### config.mk
export PLATFORM = sky130hd
export DESIGN_NAME = ssp_finish
export DESIGN_NICKNAME = d
export VERILOG_FILES = /design/src/sv/ssp_pkg.sv /design/src/sv/ssp_finish.sv
export SDC_FILE = /design/constraint.sdc
export NUM_CORES = 1
export LEC_CHECK = 0
export ABC_AREA = 1
export BUFFER_PORTS_ARGS = -buffer_cell sky130_fd_sc_hd__buf_2
export CAP_MARGIN = 20
export CORE_AREA = 3 3 159 161
export DETAILED_ROUTE_END_ITERATION = 6
export DIE_AREA = 0 0 162 164
export GPL_TIMING_DRIVEN = 0
export PLACE_DENSITY = 0.72
export SETUP_SLACK_MARGIN = 0.5
export SLEW_MARGIN = 10
export SYNTH_ARGS = -nofsm -noshare
export SYNTH_HDL_FRONTEND = slang
export SYNTH_SLANG_ARGS = --single-unit
### constraint.sdc
create_clock -name clk -period 0.85 [get_ports clk]
set_input_delay 0.0425 -clock clk [delete_from_list [all_inputs] [get_ports clk]]
set_output_delay 0.0425 -clock clk [all_outputs]
set_load 0.01 [all_outputs]
### src/sv/ssp_pkg.sv
// Sprite screen projection: shared types and constants.
// No dependencies; used by every module of the block.
`timescale 1ns / 1ps
`default_nettype none

package ssp_pkg;

    localparam int MAX_SCREEN_DIM = 2048;

    // divider pipeline layout
    localparam int DEPTH_BITS  = 15;                     // depth quotient bits
    localparam int COL_QBITS   = 26;                     // column magnitude bits
    localparam int SH_QBITS    = 12;                     // height quotient bits
    localparam int SW_QBITS    = 24;                     // width quotient bits
    localparam int SW_START    = DEPTH_BITS;             // first width step
    localparam int SH_START    = DEPTH_BITS + 1;         // first height step
    localparam int DIV_STAGES  = SW_START + SW_QBITS;

    typedef enum logic [2:0] {
        REG_CAM_POS_X     = 3'd0,
        REG_CAM_POS_Y     = 3'd1,
        REG_VIEW_DIR_X    = 3'd2,
        REG_VIEW_DIR_Y    = 3'd3,
        REG_PLANE_X       = 3'd4,
        REG_PLANE_Y       = 3'd5,
        REG_SCREEN_WIDTH  = 3'd6,
        REG_SCREEN_HEIGHT = 3'd7
    } reg_idx_t;

    typedef struct packed {
        logic signed [15:0] cam_x;
        logic signed [15:0] cam_y;
        logic signed [15:0] dir_x;
        logic signed [15:0] dir_y;
        logic signed [15:0] pln_x;
        logic signed [15:0] pln_y;
        logic [11:0]        scr_w;
        logic [11:0]        scr_h;
    } cfg_t;

    // one word in flight through the divider pipeline
    typedef struct packed {
        logic        vis;
        logic [47:0] drem;   // depth remainder
        logic [31:0] dden;   // |det|
        logic [14:0] dq;
        logic        dsat;
        logic [45:0] crem;   // column remainder
        logic [33:0] cden;   // 2*num_y
        logic [25:0] cq;
        logic        csat;
        logic        cneg;
        logic [14:0] sden;   // max(depth, 1)
        logic [22:0] hrem;
        logic [11:0] shq;
        logic        shsat;
        logic [23:0] wrem;
        logic [23:0] swq;
        logic [11:0] h;
    } div_t;

endpackage

`default_nettype wire

### src/sv/ssp_finish.sv
// Sprite screen projection: final assembly of spans and the output register.
// Depends on ssp_pkg; fed by ssp_divide.
`timescale 1ns / 1ps
`default_nettype none

module ssp_finish (
    input  wire logic          clk,
    input  wire logic          rst_n,
    input  wire logic          adv,
    input  wire logic          in_vld,
    input  wire ssp_pkg::div_t in_st,
    output logic               out_vld,
    output logic               visible,
    output logic signed [15:0] screen_col,
    output logic [14:0]        view_depth,
    output logic signed [15:0] span_left,
    output logic signed [15:0] span_right,
    output logic [10:0]        span_top,
    output logic [10:0]        span_bottom
);

    function automatic logic [15:0] sat16(input logic signed [28:0] v);
        if (v > 29'sd32767)
            return 16'h7FFF;
        else if (v < -29'sd32768)
            return 16'h8000;
        else
            return v[15:0];
    endfunction

    logic [26:0]        cm;
    logic signed [27:0] col;
    logic signed [28:0] col_x, left, right, sw2;
    logic [12:0]        sh, bsum;
    logic [11:0]        sh2, hm1;
    logic [10:0]        hh, top, bot;
    logic [14:0]        depth;

    assign cm    = in_st.csat ? 27'(1 << ssp_pkg::COL_QBITS) : {1'b0, in_st.cq};
    assign col   = in_st.cneg ? -$signed({1'b0, cm}) : $signed({1'b0, cm});
    assign col_x = {col[27], col};
    assign sw2   = $signed({6'b0, in_st.swq[23:1]});
    assign left  = col_x - sw2;
    assign right = col_x + sw2;

    assign sh    = in_st.shsat ? 13'd4096 : {1'b0, in_st.shq};
    assign sh2   = sh[12:1];
    assign hh    = in_st.h[11:1];
    assign hm1   = in_st.h - 12'd1;
    assign bsum  = {2'b0, hh} + {1'b0, sh2};
    assign top   = ({1'b0, hh} >= sh2) ? 11'({1'b0, hh} - sh2) : 11'd0;
    assign bot   = (bsum > {1'b0, hm1}) ? hm1[10:0] : bsum[10:0];
    assign depth = in_st.dsat ? 15'h7FFF : in_st.dq;

    always_ff @(posedge clk or negedge rst_n)
    begin
        if (!rst_n)
            out_vld <= 1'b0;
        else if (adv)
            out_vld <= in_vld;
    end

    always_ff @(posedge clk)
    begin
        if (adv)
        begin
            visible     <= in_st.vis;
            screen_col  <= in_st.vis ? sat16(col_x) : 16'sd0;
            view_depth  <= in_st.vis ? depth : 15'd0;
            span_left   <= in_st.vis ? sat16(left) : 16'sd0;
            span_right  <= in_st.vis ? sat16(right) : 16'sd0;
            span_top    <= in_st.vis ? top : 11'd0;
            span_bottom <= in_st.vis ? bot : 11'd0;
        end
    end

endmodule

`default_nettype wire

# After elaboration in Yosys (flattened, before gate mapping)
# Cells that the tools add are included.
# totals
ff_bits	87
input_bits	320
output_inout_bits	87
# classes
n_addsub	6
order_cmp	8
n_mux	11
bitwise	1
reduce_logical	4
# op_table
cell	n
15-bit two-way mux	4
29-bit by 16-bit > comparator with 1-bit output, second input constant	2
29-bit by 16-bit < comparator with 1-bit output, second input constant	2
16-bit two-way mux	3
28-bit by 24-bit adder with 29-bit output	1
28-bit by 24-bit subtractor with 29-bit output	1
28-bit by 16-bit > comparator with 1-bit output, second input constant	1
28-bit by 16-bit < comparator with 1-bit output, second input constant	1
28-bit two-way mux	1
27-bit negation with 28-bit output	1
27-bit two-way mux	1
11-bit by 12-bit adder with 13-bit output	1
13-bit by 12-bit > comparator with 1-bit output	1
13-bit two-way mux	1
11-bit by 12-bit greater-or-equal comparator with 1-bit output	1
12-bit by 1-bit subtractor with 12-bit output, second input constant	1
11-bit two-way mux	1
11-bit subtractor	1
2-bit OR reduction	3
2-bit AND reduction	1
1-bit NOT	1

# Depth between registers and ports, before layout
# logic_depth
word_depth	7
ltp_mapped	31
ltp_nobuf	27

# Worst setup path before layout
# OpenSTA, ideal clock, no wires.
# synth_path
path_type	input -> register
from	input port in_st[60] in the netlist's numbering
to	register span_bottom[9] (data pin)
t_arrival_ns	3.533
required_ns	0.597
setup_slack_ns	-2.936
path_stages	26
path_buffers	3
path_cell_list	inv_1 clkbuf_1 nand2_1 ha_1 buf_2 inv_1 a21oi_1 and2_1 nor2_1 o21ai_0 nand2_1 a21oi_1 o21bai_1 a31oi_1 o21ai_0 xor2_1 ha_1 nand4_1 nand3b_1 a21oi_1 or3_1 nand2_1 inv_2 buf_1 nor2_1 nor2_1
# synth_via
elab_chain_len	4
# synth_rtl
element	line	text
start, declared	ssp_finish.sv:11	input wire ssp_pkg::div_t in_st,
13-bit two-way mux (*)	ssp_finish.sv:46	assign sh = in_st.shsat ? 13'd4096 : {1'b0, in_st.shq};
11-bit by 12-bit adder with 13-bit output (*)	ssp_finish.sv:50	assign bsum = {2'b0, hh} + {1'b0, sh2};
13-bit by 12-bit > comparator with 1-bit output	ssp_finish.sv:52	assign bot = (bsum > {1'b0, hm1}) ? hm1[10:0] : bsum[10:0];
11-bit two-way mux (*)	ssp_finish.sv:52	
end signal, assigned	ssp_finish.sv:73	span_bottom <= in_st.vis ? bot : 11'd0;
end, declared	ssp_finish.sv:19	output logic [10:0] span_bottom
# Every way passes the cells marked *; elsewhere a longest branch is shown, timed or not.
# A chain may end at the register's enable or synchronous reset.

# Final worst setup path
# layout_path
from	input port in_st[112] in the netlist's numbering
to	register span_right[14] (data pin)
# layout_via
elab_chain_len	7
elab_cells_between_ends	8
classes_between	add/sub: 2; order compare: 2; mux: 4
# layout_rtl
element	line	text
27-bit two-way mux (*)	ssp_finish.sv:39	assign cm = in_st.csat ? 27'(1 << ssp_pkg::COL_QBITS) : {1'b0, in_st.cq};
27-bit negation with 28-bit output	ssp_finish.sv:40	assign col = in_st.cneg ? -$signed({1'b0, cm}) : $signed({1'b0, cm});
28-bit two-way mux (*)	ssp_finish.sv:40	
28-bit by 24-bit adder with 29-bit output (*)	ssp_finish.sv:44	assign right = col_x + sw2;
29-bit by 16-bit < comparator with 1-bit output	ssp_finish.sv:25	else if (v < -29'sd32768)
16-bit two-way mux	ssp_finish.sv:25	
15-bit two-way mux (*)	ssp_finish.sv:23	if (v > 29'sd32767)
end signal, assigned	ssp_finish.sv:71	span_right <= in_st.vis ? sat16(right) : 16'sd0;
end, declared	ssp_finish.sv:17	output logic signed [15:0] span_right,
# Marked as above.

==> flow_summary.yaml <==
status:
  status: "complete, but fails checks"
  failed_checks: "hold timing, setup timing"
detailed_routing:
  dr.first_iter.drc_count: 847
  via_count: 11063
  first_pass_iters: 5
  via_per_inst: 5.31
  ant_nets: 0
  drcViolationCount: 0
  routed_wl_mm: 39.2
  wire_per_inst_um: 18.8
final_layout:
  insertedDiodeCount: 0
  layout-drive-gt1-share: 0.419
  final_nets: 2162
  syn2layout_area_growth_pct: 51.4
  post_layout_nonfiller_instances: 2085
clock_tree:
  cts_tree: "built"
  clk_path_buf_depth: 2
  cts_root_buf: "clkbuf_16"
  cts_hold_buf: 1
  clk_latency_ns: 0.35
  numClockSinks: 87
  cts_buffers: 9
  htree_levels: 3
  clkTransAtPathRegs_ns: 0.08
placed_design:
  preCtsSetupSlack_ns: -3.94
  dp.cells: 1948
  place_hpwl_mm: 28.9
  place.gp.congestion: 1.03
  portBuffers: 182
logic_synthesis:
  yosysWarnings: 0
  synth.distinct_cells: 48
  synth_flop_cell: "edfxtp_1"
  yosys.area.top_type: "edfxtp_1"
  synth_area_um2: 9700
  yosys-top-cells-count: "nand2_1 (383), nor2_1 (199), inv_1 (193)"
  synth_cells: 1441
  syn_nets: 1847
  synth_seq_cells: 87
  synth_area_leaders: "edfxtp_1 (27%), nand2_1 (15%), ha_1 (11%), nor2_1 (7.7%), inv_1 (7.5%)"
  synthArstFlopShare: 0.0115
  yosysMostFrequentCell: "nand2_1"
  synth_top_area_share: 0.266
  synth-seq-area-share: 0.269
  postSynthAreaPerCell_um2: 6.73
  synth-edff-count: 86
global_route:
  antenna_found_initial: 0
  grt_pass1_wl_mm: 57.3
  overflow: 0
  grt_max_degree: 19
  grt_pass1_vias: 10565
  grt.total_usage: 0.279
worst_setup_path:
  required_ns: 1.04
  startpoint_type: "input pin"
  path_max_fanout: 7
  crit_path_max_incr_delay_ns: 0.25
  crit_arrival_ns: 3.90
  cp_slowest_cell: "xor2_2"
  cp-end-kind: "flop"
  criticalPathCategory: "input pin to flop"
  cp_common_cell: "nand2_1"
worst_hold_path:
  hp-class: "input pin to flop"
power:
  ir_drop_uv: 900
  leakagePower_nw: 6.91
  p_total_w: 0.0219
  power_density_nw_per_um2: 1490
floorplanning:
  die_w_um: 162
  initial_core_util: 0.402
  die_area_um2: 26600
  num_rows: 57
  num_io_pins: 407
  core-area_um2: 24100
  dieHeight_um: 164
sta:
  min_period_over_period: 4.36
  setup_viol: 157
  finalWorstSetupSlack_ns: -2.85
  finClkSkew_ns: 0
  relSlewSlack: 0.362
  drv_slew: 0
  hold_viol: 6
  clock.fmax_ghz: 0.270
  fin_crit_ns: 3.70
  rsz0062_at_grt: "yes"
  hold_ws_ns: -0.0684
  worstMarginPinSlew_ns: 0.956
run:
  cap_violations: 0
[critical path: cells and delay by family]
| family | cells | cell delay, ns |
|---|---|---|
| AOI/OAI and AO/OA | 2 | 0.36 |
| buffers and inverters | 7 | 0.73 |
| and+or+nand+nor | 18 | 2.06 |
| adders and majority gates | 2 | 0.41 |
| xor gates and xnor gates | 1 | 0.25 |
[registers in the layout, summed over array words and instances, names as in the netlist]
| register | count |
|---|---|
| span_left | 16 |
| out_vld | 1 |
| span_top | 11 |
| span_bottom | 11 |
| view_depth | 15 |
| span_right | 16 |
| visible | 1 |
| screen_col | 16 |
[report_power, final]
| group | switching (W) | total [W] | internal, W |
|---|---|---|---|
| registers | 0.000206 | 0.00545 | 0.00524 |
| clock network | 0.00198 | 0.00406 | 0.00208 |
| logic | 0.00754 | 0.0124 | 0.00483 |
| total | 0.00973 | 0.0219 | 0.0121 |
[worst paths after layout]
path	from	end	slack [ns]	cells past startpoint
worst max-delay path	in_st[112]	span_right[14]$_SDFFCE_PN0P_	-2.85	30
worst min-delay path	in_vld	out_vld$_DFFE_PN0P_	-0.07	2
worst max register to register	out_vld$_DFFE_PN0P_	out_vld$_DFFE_PN0P_	0.11	1
worst min register to register	out_vld$_DFFE_PN0P_	out_vld$_DFFE_PN0P_	0.51	1
max in group asynchronous	rst_n	out_vld$_DFFE_PN0P_	0.76	2
min in group asynchronous	rst_n	out_vld$_DFFE_PN0P_	0	2
[timing repair]
item / CTS / global route
gates cloned: 13 / 2
buffers inserted: 69 / 36
pin swaps: 91 / 120
hold endpoints to repair: 7 / 2
setup endpoints to repair: 259 / 186
resized for setup: 259 / 174
[per-stage QoR]
stage                     TNS [ns]  utilization  area (um^2)
after floorplan            -142.17            -        10200
after detailed placement   -223.85        0.478        11500
after global routing       -183.65        0.609        14700
after CTS                  -160.51        0.566        13700
final                      -170.15        0.609        14700
after global placement     -298.58        0.477        11500
[layer usage]
metal,vias up,part of all wire,track usage
met5,-,0,0
met4,0,0.026,0.0710
met3,68,0.092,0.0532
met2,489,0.44,0.442
met1,5218,0.44,0.393
li1,5288,-,-
[cells in the final DEF, fill, tap and decap left out, types with 14 or more instances in the layout]
master and n:
nor2_4 30, nand2_1 300, nand4_1 29, nand3_2 20
buf_6 34, nand2_4 16, a21oi_1 51, o21ai_1 14
edfxtp_1 86, buf_2 175, o21ai_0 34, ha_4 14
ha_1 63, nor2_2 52, buf_4 87, a21oi_2 55
nor2_1 124, nand3_1 60, nand2_2 80, inv_1 171
xor2_1 36, inv_2 14
[final cells by class]
type	instances	area, um^2
sequential	87	2610
multi-input combinational	1121	7860
tap	324	405
clock inverter	7	72.6
inverter	196	816
fill	2158	9420
clock buffer	9	225
buffer	37	419
timing repair buffer	304	2280
[kinds of logic (layout without fill, tap and decap cells)]
| kind of cell | count (synthesis) | count (layout) | synth area share |
|---|---|---|---|
| buffers and inverters | 233 | 553 | 0.0978 |
| AOI/OAI and AO/OA | 203 | 203 | 0.117 |
| DFF | 87 | 87 | 0.269 |
| muxes | 1 | 1 | 0.00116 |
| xor gates and xnor gates | 73 | 73 | 0.0659 |
| and+or+nand+nor | 758 | 758 | 0.335 |
| adders and majority gates | 86 | 86 | 0.114 |
Power figures use the tool's default switching activity.
